## config.mk

```make
export PLATFORM = sky130hd
export DESIGN_NAME = pso_store
export DESIGN_NICKNAME = d
export VERILOG_FILES = /design/src/hw/rtl/pso_pkg.sv /design/src/hw/rtl/pso_store.sv
export SDC_FILE = /design/constraint.sdc
export NUM_CORES = 2
export LEC_CHECK = 0
export ABC_AREA = 1
export BUFFER_PORTS_ARGS = -buffer_cell sky130_fd_sc_hd__buf_2
export CAP_MARGIN = 15
export CELL_PAD_IN_SITES_DETAIL_PLACEMENT = 0
export CELL_PAD_IN_SITES_GLOBAL_PLACEMENT = 2
export CORE_ASPECT_RATIO = 1.1
export CORE_UTILIZATION = 45
export DETAILED_ROUTE_END_ITERATION = 8
export PLACE_DENSITY_LB_ADDON = 0.12
export SYNTH_ARGS = -nofsm -noshare
export SYNTH_HDL_FRONTEND = slang
export SYNTH_SLANG_ARGS = --single-unit
```

## constraint.sdc

```tcl
create_clock -name i_clk -period 29.2 [get_ports i_clk]
set_clock_uncertainty 0.2 [all_clocks]
set_input_delay 7.3 -clock i_clk [delete_from_list [all_inputs] [get_ports i_clk]]
set_output_delay 7.3 -clock i_clk [all_outputs]
set_load 0.02 [all_outputs]
```

## src/hw/rtl/pso_pkg.sv

```systemverilog
// Package for the particle swarm update block: widths, record layout, register indexes.
package pso_pkg;
    localparam int NumParticles = 16;
    localparam int IdxW = 4;
    localparam int ScoreW = 34;

    typedef enum logic [3:0] {
        REG_BOUND_LOW  = 4'd0,
        REG_BOUND_HIGH = 4'd1,
        REG_TARGET_X   = 4'd2,
        REG_TARGET_Y   = 4'd3,
        REG_TARGET_Z   = 4'd4,
        REG_INERTIA    = 4'd5,
        REG_COGNITIVE  = 4'd6,
        REG_SOCIAL     = 4'd7
    } t_reg_idx;

    localparam logic FUNC_LOAD = 1'b0;
    localparam logic FUNC_UPDATE = 1'b1;

    // one particle record as held in the store
    typedef struct packed {
        logic [ScoreW-1:0] pbv;
        logic [47:0] pbp;
        logic [47:0] vel;
        logic [47:0] pos;
    } t_rec;

    localparam int RecW = $bits(t_rec);
endpackage

```

## src/hw/rtl/pso_store.sv

```systemverilog
// Particle record memory: one write port, one registered read port.
module pso_store import pso_pkg::*; (
    input  logic                i_clk,
    input  logic                i_we,
    input  logic [IdxW-1:0]     i_waddr,
    input  t_rec                i_wdata,
    input  logic [IdxW-1:0]     i_raddr,
    output t_rec                o_rdata
);
    t_rec r_mem [NumParticles];
    t_rec r_rdata;

    always_ff @(posedge i_clk) begin
        if (i_we) begin
            r_mem[i_waddr] <= i_wdata;
        end
        r_rdata <= r_mem[i_raddr];
    end

    assign o_rdata = r_rdata;
endmodule

```

; ---- Word-level counts from Yosys, hierarchy flattened
; Memories as Yosys holds them, arrays and structs flattened. A register that Yosys moved wholly into a read port is not among the register bits.
; Cells that the tools add are included.
[totals]
input_bits = 188
n_memories = 1
elab_cells = 3
out_inout_bits = 178
regBits = 0
ram_bits = 2848
[memory_table]
columns = memory, words, word_bits, rd, rd_clocked_by_memory_dff, write_ports, line_no
row1 = r_mem, 16, 178, 1, 1, 1, pso_store.sv:10  ; t_rec r_mem [NumParticles];
[classes]
n_mux = 2
[ops]
columns = operator, count
row1 = 1-bit 2-to-1 mux, 2

; ---- Depth between registers and ports, before layout
[depth]
word_depth = 2
ltp_mapped = 11
depth_no_buf = 7

; ---- Worst setup path after synthesis
; Ideal clock, no wire load.
[synth_timing]
kind = input to register
from = input port i_waddr[2]
to = memory r_mem[10][0] in the netlist's numbering, enable pin
setup_time_ps = 719
path_slack_ps = 13383
path_stages = 2
t_arrival_ps = 14898
required_ps = 28281
path_buffers = 0
path_cell_list = nand3b_1 > nor2_1
[synth_rtl]
columns = item, line_no
row1 = start: declaration, pso_store.sv:5  ; input logic [IdxW-1:0] i_waddr,
row2 = end: declaration, pso_store.sv:10
; Straight into the memory's write port.

==> impl_metrics.ini <==
[run_status]
outcome = complete, no violations

[cts]
cts_tree = built
post_cts_resized = 0
clock_latency_ns = 0.88
path_clk_slew_ns = 0.06
root_buffer = clkbuf_16
h-tree-depth = 5
cts_setup_buffers = 0
cts_buffers = 327
clkSinkCount = 3026
cts_hold_buf = 0
cts_buffer_depth = 4

[yosys]
netlist_instances = 10800
synth_mux_area_frac = 0
synth-compound-area-share = 0
synth_top_family_by_area = simple AND/OR/NAND/NOR gates
synth_fa_ha_area_frac = 0
synth-simple-area-share = 0.207
synth_xor_area_frac = 0
avgSynthCellArea_um2 = 11.3
netlist_area_um2 = 122000
yosysSeqAreaShare = 0.732
synthesis.nets = 11000
ys_warn_count = 0
synth_cell_type_count = 17
ys_seq_elements = 3026

[drt]
firstDrtPassIters = 5
viasPerCell = 5.20
top_layer = met5
ant_nets = 0
routedWlPerCell_um = 22.9
wl_met3_um = 19200
wl_met2_um = 164000
wl_met1_um = 149000
drc_errors = 0
vias = 77200
drt-initial-drc-count = 6246
routed_wl_um = 340000

[die]
core_area_um2 = 268000
die_width_um = 498
die_h_um = 548
num_rows = 199
initial_core_util = 0.454
die-area_um2 = 273000
io_pins = 366

[sta]
timing.fmax_mhz = 90.0
slew_headroom = 0.0896
hold_viol = 0
fin_crit_sh = 0.381
holdWs_ns = 0.445
worstMarginPinSlew_ns = 1.37
setup_viol = 0
finalCriticalPeriod_ns = 11.11
finalSetupTns_ns = 0
grt_setup_unrepaired = false
drv_slew = 0

[power_and_ir_drop]
p_sw_frac = 0.224
seqPwrFrac = 0.514
combPwrFrac = 0.060
p_switching_mw = 2.13
p_per_area_nw_per_um2 = 69.7
power.internal_mw = 7.40
peakVddDrop_v = 0.0000496
p_leak_nw = 55.1
p_clk_frac = 0.426

[worst_setup_path]
critPathMaxFanout = 94
endpoint_kind = register
r2r_cells = 5
cpMostUsedCell = buf_4
crit_path_max_incr_delay_ns = 0.83
critPathKind = in -> reg
cp.required_ns = 29.74
worstPathCellList = buf_8 > buf_4 > buf_4 > buf_4 > buf_4 > nand2_1 > nand3_1 > nand3_1 > nand3_1 > nand2_1
cp.arrival_ns = 11.65
cp-start-kind = primary input
critical_path.slowest_cell = buf_4

[placement]
place_congestion = 0.756
dp.final_hpwl_um = 166000
portBuffers = 365

[global_route]
grt_usage = 0.247
grt_pass1_vias = 76200
grt_max_degree = 215
grt_pass1_wl_um = 502000
grt_overflow_total = 0
antenna_found_initial = 78

[layout]
nNetsFinal = 11200
final_common_cell = nand2_1
syn2layout_area_growth_pct = 12.4
drive_above_1_share = 0.0897
mostFrequentLayoutCells = 3,899 x nand2_1, 2,848 x edfxtp_1, 2,042 x nand3_1

[worst_hold_path]
min_path_type = reg -> reg
whs_path_depth = 6

[flow_run]
drv_cap = 0
## critical path: cells and delay by family
| kind | cells | cell delay [ns] |
|---|---|---|
| buffers and inverters | 5 | 3.62 |
| and+or+nand+nor | 5 | 0.53 |
## through the flow
| step | setup slack, ns | area (µm²) | utilization | instances | total power, mW |
|---|---|---|---|---|---|
| 4_1_cts | 18.13 | 137000 | 0.510 | 14800 | 9.63 |
| 5_1_grt | 17.72 | 137000 | 0.510 | 14800 | 9.85 |
| 3_5_place_dp | 17.22 | 126000 | 0.471 | 14200 | 5.57 |
| 6_report | 18.09 | 137000 | 0.510 | 14800 | 9.53 |
| 2_1_floorplan | 13.38 | 122000 | - | 10800 | 5.33 |
| 3_3_place_gp | 17.24 | 126000 | 0.471 | 14200 | 5.56 |
## path summary, 6_finish.rpt
| kind | from | to | slack, ns |
|---|---|---|---|
| worst min register to register | r_mem[7][24] | o_rdata[24] | 0.44 |
| worst max register to register | r_mem[12][128] | o_rdata[128] | 27.81 |
| worst max-delay path | i_raddr[0] | o_rdata[105] | 18.09 |
| worst min-delay path | r_mem[7][24] | o_rdata[24] | 0.44 |
## cell usage after synthesis (all sizes together)
| master | number | share of area |
|---|---|---|
| nor2 | 17 | 0.00052 |
| edfxtp | 2848 | 0.70 |
| inv | 1191 | 0.037 |
| nand3b | 2 | 0.00012 |
| dfxtp | 178 | 0.029 |
| buf | 437 | 0.020 |
| clkinv | 1 | 0.000031 |
| or2 | 34 | 0.0017 |
| clkbuf | 154 | 0.0047 |
| nand2 | 3899 | 0.12 |
| nand3 | 2042 | 0.084 |
## registers in the layout, indices dropped and copies added, names as in the netlist
signal,count
r_mem,2848
o_rdata,178
## power by group through the flow
stage / clock network [mW] / registers (mW) / logic (mW)
final: 4.06 / 4.90 / 0.571
after global routing: 4.31 / 4.90 / 0.635
after CTS: 4.15 / 4.90 / 0.582
after detailed placement: 0 / 4.99 / 0.580
after global placement: 0 / 4.99 / 0.576
after floorplan: 0 / 5.02 / 0.309
## per-layer routing
layer,global-route usage,up-vias
met5,0,-
met4,0.0698,60
met3,0.0407,519
met2,0.414,1931
met1,0.333,38300
li1,-,36400
## area by class of cell
type,instances,area [µm²]
timing repair buffer,503,3050
multi-input combinational,5994,25300
clock inverter,131,1200
sequential,3026,89100
antenna,15,37.5
inverter,1192,4510
clock buffer,465,9250
tap,3517,4400
fill,23700,131000
## logic make-up (layout without fill, tap and decap cells)
family / count (synthesis) / after routing
simple gates: 5994 / 5994
flops: 3026 / 3026
buf+inv: 1783 / 2291
other cells: 0 / 15
Power figures use the tool's default switching activity.
