[src/hw/rtl/pso_pkg.sv]
// Package for the particle swarm update block: widths, record layout, register indexes.
package pso_pkg;
    localparam int NumParticles = 16;
    localparam int IdxW = 4;
    localparam int ScoreW = 34;

    typedef enum logic [3:0] {
        REG_BOUND_LOW  = 4'd0,
        REG_BOUND_HIGH = 4'd1,
        REG_TARGET_X   = 4'd2,
        REG_TARGET_Y   = 4'd3,
        REG_TARGET_Z   = 4'd4,
        REG_INERTIA    = 4'd5,
        REG_COGNITIVE  = 4'd6,
        REG_SOCIAL     = 4'd7
    } t_reg_idx;

    localparam logic FUNC_LOAD = 1'b0;
    localparam logic FUNC_UPDATE = 1'b1;

    // one particle record as held in the store
    typedef struct packed {
        logic [ScoreW-1:0] pbv;
        logic [47:0] pbp;
        logic [47:0] vel;
        logic [47:0] pos;
    } t_rec;

    localparam int RecW = $bits(t_rec);
endpackage

[src/hw/rtl/pso_vel.sv]
// Velocity, move and clamp for one dimension, two register stages.
module pso_vel import pso_pkg::*; (
    input  logic               i_clk,
    input  logic signed [15:0] i_v,
    input  logic signed [15:0] i_p,
    input  logic signed [15:0] i_pb,
    input  logic signed [15:0] i_gb,
    input  logic signed [15:0] i_r1,
    input  logic signed [15:0] i_r2,
    input  logic        [11:0] i_w,
    input  logic        [11:0] i_c1,
    input  logic        [11:0] i_c2,
    input  logic signed [15:0] i_lo,
    input  logic signed [15:0] i_hi,
    output logic signed [15:0] o_v,
    output logic signed [15:0] o_p
);
    logic signed [28:0] r_t0;
    logic signed [28:0] r_t1;
    logic signed [28:0] r_t2;
    logic signed [15:0] r_p;
    logic signed [15:0] r_r1;
    logic signed [15:0] r_r2;
    logic signed [44:0] r_s1;
    logic signed [44:0] r_s2;
    logic signed [44:0] r_s0;
    logic signed [15:0] r_p2;
    logic signed [16:0] d1;
    logic signed [16:0] d2;
    logic signed [28:0] m0;
    logic signed [28:0] m1;
    logic signed [28:0] m2;
    logic signed [44:0] m3;
    logic signed [44:0] m4;
    logic signed [46:0] sum;
    logic signed [46:0] q;
    logic signed [15:0] vs;
    logic signed [16:0] np;

    assign d1 = 17'(i_pb) - 17'(i_p);
    assign d2 = 17'(i_gb) - 17'(i_p);

    assign m0 = 29'($signed({1'b0, i_w})) * 29'(i_v);
    assign m1 = 29'($signed({1'b0, i_c1})) * 29'(d1);
    assign m2 = 29'($signed({1'b0, i_c2})) * 29'(d2);
    assign m3 = 45'(r_t1) * 45'(r_r1);
    assign m4 = 45'(r_t2) * 45'(r_r2);

    // stage 1: c*d products and w*v; stage 2: r1/r2 products and shifted w*v
    always_ff @(posedge i_clk) begin
        r_t0 <= m0;
        r_t1 <= m1;
        r_t2 <= m2;
        r_p  <= i_p;
        r_s0 <= 45'(r_t0) <<< 15;
        r_s1 <= m3;
        r_s2 <= m4;
        r_p2 <= r_p;
    end

    always_ff @(posedge i_clk) begin
        r_r1 <= i_r1;
        r_r2 <= i_r2;
    end

    // round to nearest, ties up, then saturate
    assign sum = 47'(r_s0) + 47'(r_s1) + 47'(r_s2) + 47'(1 << 22);
    assign q = sum >>> 23;
    assign vs = (q > 47'sd32767) ? 16'sd32767 :
                (q < -47'sd32768) ? -16'sd32768 : q[15:0];
    assign np = 17'(r_p2) + 17'(vs);

    always_comb begin
        logic signed [16:0] c;
        c = np;
        if (c < 17'(i_lo)) c = 17'(i_lo);
        if (c > 17'(i_hi)) c = 17'(i_hi);
        o_p = c[15:0];
        o_v = vs;
    end
endmodule

[config.mk]
export PLATFORM = sky130hd
export DESIGN_NAME = pso_vel
export DESIGN_NICKNAME = d
export VERILOG_FILES = /design/src/hw/rtl/pso_pkg.sv /design/src/hw/rtl/pso_vel.sv
export SDC_FILE = /design/constraint.sdc
export NUM_CORES = 2
export LEC_CHECK = 0
export BUFFER_PORTS_ARGS = -buffer_cell sky130_fd_sc_hd__buf_4
export CELL_PAD_IN_SITES_DETAIL_PLACEMENT = 1
export CELL_PAD_IN_SITES_GLOBAL_PLACEMENT = 2
export CORE_MARGIN = 10
export CORE_UTILIZATION = 38
export DETAILED_ROUTE_END_ITERATION = 6
export PLACE_DENSITY = 0.75
export REMOVE_ABC_BUFFERS = 1
export SYNTH_ARGS = -nofsm -noshare
export SYNTH_HDL_FRONTEND = slang
export SYNTH_SLANG_ARGS = --single-unit
[constraint.sdc]
create_clock -name i_clk -period 9.6 [get_ports i_clk]
set_input_delay 0 -clock i_clk [delete_from_list [all_inputs] [get_ports i_clk]]
set_output_delay 0 -clock i_clk [all_outputs]
set_load 0.01 [all_outputs]
### Yosys cells after proc, flatten, opt, wreduce, memory -nomap -nowiden

Cells that the tools add are included.

* bits in registers: 270
* input port bits: 165
* output and inout bits: 32
* logic and storage cells: 29

* add/sub/neg operators: 6
* multipliers: 5
* magnitude comparators: 4
* multiplexer cells: 4

Operators with widths (count)
* $mul A29 B16 Y45: 2
* $mul A13 B17 Y29: 2
* $mux W16: 3
* $add A46 B45 Y47: 1
* $add A47 B24 Y47 const B: 1
* $add A44 B45 Y46: 1
* $sub A16 B16 Y17: 2
* $mul A13 B16 Y29: 1
* $gt A24 B16 Y1 const B: 1
* $lt A24 B16 Y1 const B: 1
* $add A16 B16 Y17: 1
* $gt A17 B16 Y1: 1
* $lt A17 B16 Y1: 1
* $mux W17: 1

### Logic depth before layout (Yosys ltp)

* word-level depth: 11
* depth in mapped cells: 52
* gate-level depth less buffers: 48

### Worst setup path before layout

OpenSTA, ideal clock, no wires.

* path kind: flip-flop to output port
* start: register r_s1[21]
* end: output port o_p[11]
* arrival time: 10074 ps
* data required time: 9600 ps
* setup slack: -474 ps
* stages on the path, launching flop included: 50
* path buffers: 3
* cell sequence: dfxtp_1 > inv_1 > fa_1 > inv_1 > fa_1 > ha_1 > nand4_2 > nor4_2 > o2111ai_1 > a31oi_1 > o211ai_2 > a2111oi_4 > o21ai_1 > nand2b_1 > xor2_1 > a31oi_1 > buf_2 > o21ai_1 > (+14 left out) > or3_1 > a211oi_1 > nand2_1 > o21ai_2 > buf_2 > mux2_2 > ha_1 > o21a_1 > o21a_1 > o21a_1 > o21a_1 > o21ai_0 > a211oi_1 > nor2_1 > o22ai_1 > clkbuf_1 > nor2_1 > a21oi_1

* cells in the longest elaborated chain, start to end: 11
* elaborated cells between the ends (all ways): 12
* classes of those cells: add/sub (4); order compare (4); mux (4)

RTL lines
* from (decl): line pso_vel.sv:24 `logic signed [44:0] r_s1;`
* from (signal assigned): line pso_vel.sv:56 `r_s1 <= m3;`
* $add A44 B45 Y46 (*): line pso_vel.sv:67 `assign sum = 47'(r_s0) + 47'(r_s1) + 47'(r_s2) + 47'(1 << 22);`
* $add A46 B45 Y47 (*): line pso_vel.sv:67
* $add A47 B24 Y47 (*): line pso_vel.sv:67
* $lt A24 B16 Y1: line pso_vel.sv:70 `(q < -47'sd32768) ? -16'sd32768 : q[15:0];`
* $mux W16: line pso_vel.sv:70
* $mux W16 (*): line pso_vel.sv:69 `assign vs = (q > 47'sd32767) ? 16'sd32767 :`
* named net o_v[0]: line pso_vel.sv:15 `output logic signed [15:0] o_v,`
* $add A16 B16 Y17 (*): line pso_vel.sv:71 `assign np = 17'(r_p2) + 17'(vs);`
* $lt A17 B16 Y1: line pso_vel.sv:76 `if (c < 17'(i_lo)) c = 17'(i_lo);`
* $mux W17 (*): line pso_vel.sv:76
* $gt A17 B16 Y1: line pso_vel.sv:77 `if (c > 17'(i_hi)) c = 17'(i_hi);`
* $mux W16 (*): line pso_vel.sv:77
* to (decl): line pso_vel.sv:16 `output logic signed [15:0] o_p`

The timed path passes the listed nets; every way through them passes the cells marked *.

### Worst setup path after layout

* start: register r_s0[21]
* end: output port o_p[6]

* cells in the longest elaborated chain, start to end: 11
* elaborated cells between the ends (all ways): 12
* classes of those cells: add/sub (4); order compare (4); mux (4)

RTL lines
* from (decl): line pso_vel.sv:26 `logic signed [44:0] r_s0;`
* from (signal assigned): line pso_vel.sv:55 `r_s0 <= 45'(r_t0) <<< 15;`
* $add A44 B45 Y46 (*): line pso_vel.sv:67
* $add A46 B45 Y47 (*): line pso_vel.sv:67
* $add A47 B24 Y47 (*): line pso_vel.sv:67
* $lt A24 B16 Y1: line pso_vel.sv:70
* $mux W16: line pso_vel.sv:70
* $mux W16 (*): line pso_vel.sv:69
* $add A16 B16 Y17 (*): line pso_vel.sv:71
* $lt A17 B16 Y1: line pso_vel.sv:76
* $mux W17 (*): line pso_vel.sv:76
* $gt A17 B16 Y1: line pso_vel.sv:77
* $mux W16 (*): line pso_vel.sv:77

Mark *: on every way between the ends. The rest lies on a longest branch, timed or not.

==> summary.md <==
| Metric | Value |
|---|---|
| Worst Setup Start Kind | `register` |
| Slowest stage cell, crit path | `fa_1` |
| EDFF count, synth | `0` |
| Die width | `about 440 um` |
| Max_slew headroom | `a little under a fifth` |
| Maximum clock insertion buffer count | `3` |
| Sequential share of the synthesized area | `approximately 8.3%` |
| P&R area growth vs syn | `11.84%` |
| Initial drt markers | `1956` |
| H-tree depth | `2` |
| First-pass GRT wire length | `between 300000 and 400000 um` |
| Syn Area/Cell | `9.220 sq um` |
| Max FO, Critical Path | `10` |
| Clk root buf | `clkbuf_16` |
| Fin. max-slew vios | `0` |
| Reg2Reg Depth | `25` |
| Final Setup Violations | `16` |
| RSZ-0062 raised after global routing | `true` |
| Top cell by count, worst path | `buf_4` |
| Met3 Use GR | `roughly 2.1%` |
| Die area | `~190000 sq um` |
| Met1 Usage GRT | `27.72%` |
| Async S/R FF share, synth | `0%` |
| Die H | `435.1 um` |
| Nets | `roughly 9600` |
| Routability cong. | `0.8689` |
| Vias in the first global route | `~56000` |
| Met2 usage | `a little under two fifths` |
| Initial antenna violation count | `21` |
| Hold Slack | `roughly 39 ps` |
| CP Buf/Inv Count | `13` |
| Clk slew on worst S/H paths | `around 70 ps` |
| Synth warn | `0` |
| # DRC | `0` |
| Utilization after layout | `a little over two fifths` |
| Outcome | `complete, but fails checks` |
| Antenna Violating Nets Remaining | `0` |
| TritonRoute pass-1 iters | `5` |
| Tmin final | `approximately 10000 ps` |
| Layout cell share with drive strength beyond 1 | `around 8.6%` |
| Worst setup margin | `-656.7 ps` |
| Critical Path Sink | `o_p[6]` |
| GRT overflow | `0` |
| Max Clock Skew | `roughly 28 ps` |
| Crit. End Element | `output pin` |
| Vias per inst | `4.951` |
| CTS tree | `yes` |
| Fin. Hold Viols | `0` |
| Initial Util | `around two fifths` |
| Post-synthesis cell count | `7100` |
| Via count | `48101` |
| Reg-to-reg startpoint | `r_r1[1]` |
| R2r endpoint | `r_s1[42]` |
| Maxcap violations | `0` |
| Core area | `171500 sq um` |
| Top delay family on crit path | `compound AO/OA/AOI/OAI gates` |
| Tightest Hold Check Type | `primary input to register` |
| WP depth | `a little over 50` |
| Clock sink count | `270` |
| I/O Pins | `197` |
| Mapped Area | `65460 sq um` |
| Final Cycle Share | `106.8%` |
| Critical Path Max Stage Delay | `around 450 ps` |
| Worst EP required | `9600 ps` |
| Least-Margin Pin Slew | `approximately 1200 ps` |
| Flop-to-flop setup slack | `approximately 1700 ps` |
| Hpwl dp | `167800 um` |
| Filler cell count | `~20000` |
| Clock Latency Late Sink | `a little over 600 ps` |
| Dominant synthesized flop cell | `dfxtp_1` |
| Num rows | `152` |
| Total CTS buffers | `37` |
| FMAX | `around 0.097 GHz` |
| Final wirelength | `~200000 um` |
| Synth Register Bits | `270` |
| CP startpoint | `r_s0[21]` |
| Failing checks | `negative setup slack` |
| Total track usage | `about a fifth` |
| Number of port buffers | `196` |
| Kind of critical path | `register to output pin` |
| Largest net degree at the start of global routing | `30` |
| GRT busiest layer | `met2` |
| Worst hold path stage count | `2` |
| WP data arrival | `roughly 10000 ps` |
| WL per Instance | `20.67 um` |
| Library cells used by synthesis | `78` |
through the flow:
step	setup WS, ps	area [sq um]	TNS [ps]	instances
after global placement	-539.4	70420	-7782	9550
after floorplan	-969.2	64460	-13860	6837
final	-656.7	73210	-10150	9715
after detailed placement	-864.0	70420	-12690	9550
after global routing	-1222	73200	-19290	9712
after CTS	-566.0	73000	-8413	9701
worst register-to-register path: stages (launching register included):
cell and delay [ps]:
dfxtp_1 710, buf_4 420, nand2_1 150, fa_1 550, inv_1 50, fa_1 530
inv_1 50, fa_1 500, inv_1 60, fa_1 530, inv_1 50, fa_1 490
inv_1 60, fa_1 450, ha_1 360, nand3_1 130, nor2_1 70, and3_1 180
a211oi_1 490, o211a_1 260, o21ai_0 170, a211oi_1 480, o31a_1 370, o21ai_0 210
o41ai_1 360, xnor2_1 170
how the worst min path moves through the flow:
stage          slack, ps  endpoint     start
2_1_floorplan         30    r_p[0]    i_p[0]
5_1_grt               20   r_r1[6]   i_r1[6]
3_5_place_dp         110   r_r1[5]   i_r1[5]
3_3_place_gp         100   r_r2[8]   i_r2[8]
4_1_cts                5  r_r2[12]  i_r2[12]
6_report              40   r_r1[6]   i_r1[6]
what timing repair did:
| item | 4_1_cts | 5_1_grt |
|---|---|---|
| gates cloned | 2 | 0 |
| endpoints found under the setup margin | 16 | 16 |
| endpoints found under the hold margin | 53 | 0 |
| gates resized for setup | 86 | 31 |
| hold buffers | 71 | 0 |
| setup buffers | 12 | 10 |
| pin swaps | 31 | 29 |
layout make-up:
type	count	area, sq um	share of cell area, %
antenna	4	10.01	0.01367
clock buffer	42	974.7	1.331
clock inverter	24	321.6	0.4392
inverter	1666	6254	8.542
multi-input combinational	4901	53340	72.86
sequential	270	5414	7.395
tap	2310	2890	3.948
timing repair buffer	498	4006	5.472
flip-flops by register name, summed over array words and instances (netlist names):
| register | flops |
|---|---|
| r_s1 | 45 |
| r_s2 | 45 |
| r_s0 | 29 |
| r_t0 | 29 |
| r_t1 | 29 |
| r_t2 | 29 |
| r_p2 | 16 |
| r_p | 16 |
| r_r1 | 16 |
| r_r2 | 16 |
placed cells by master, fill, tap and decap left out, types with 11 or more instances in the layout:
| cell | n |
|---|---|
| nor2_1 | 110 |
| and2_1 | 603 |
| nand4_1 | 17 |
| ha_4 | 16 |
| buf_4 | 415 |
| nand2_1 | 927 |
| dfxtp_1 | 263 |
| dlygate4sd3_1 | 71 |
| ha_1 | 579 |
| and3_1 | 30 |
| clkbuf_16 | 37 |
| or3_1 | 12 |
| a31oi_1 | 19 |
| o21a_1 | 25 |
| nor3_1 | 34 |
| xnor2_1 | 163 |
| a21oi_1 | 181 |
| or2_2 | 11 |
| nor2b_1 | 49 |
| nand3_1 | 54 |
| o21bai_1 | 34 |
| xor2_1 | 62 |
| inv_1 | 1660 |
| mux2_2 | 19 |
| o21ai_0 | 97 |
| nand2b_1 | 81 |
| a211oi_1 | 21 |
| a21o_1 | 82 |
| fa_1 | 1467 |
| o211ai_1 | 11 |
logic make-up (layout without fill, tap and decap cells):
kind of cell    after synthesis  after routing  share of synthesized area (%)
fa+ha+maj                  2066           2066                          56.34
simple gates               1980           1980                          14.87
buf+inv                    1929           2230                          11.08
compound gates              605            605                          6.030
flops                       270            270                          8.257
xor+xnor                    229            229                          3.064
mux                          21             21                         0.3574
other cells                   0              4                              0
cell usage after synthesis (12+ instances only):
library cell / count / area (sq um)
fa_1: 1469 / 29410
nand2_1: 929 / 3487
nand4_1: 17 / 106.4
nor2_1: 120 / 450.4
o21bai_1: 34 / 255.2
or3_1: 13 / 81.33
nand2b_1: 81 / 506.7
buf_1: 12 / 45.04
nor3_1: 36 / 180.2
clkbuf_1: 245 / 919.6
and2_1: 603 / 3772
dfxtp_1: 270 / 5405
a21o_1: 82 / 615.6
inv_1: 1666 / 6254
a31oi_1: 22 / 137.6
nor2b_1: 50 / 312.8
mux2_2: 19 / 214.0
xnor2_1: 166 / 1454
a211oi_1: 25 / 187.7
o21a_1: 25 / 187.7
xor2_1: 63 / 551.8
nand3_1: 54 / 270.3
ha_1: 597 / 7470
a21oi_1: 191 / 955.9
o21ai_0: 104 / 520.5
and3_1: 30 / 187.7
per-layer routing:
layer	share of wire, %	vias up
li1	-	21667
met1	44	25535
met2	51	676
met3	3.1	221
met4	2.7	2
met5	0.0065	-
Power is not shown: default switching activity piles up to over one toggle a cycle in this logic, so the estimate is an artifact.
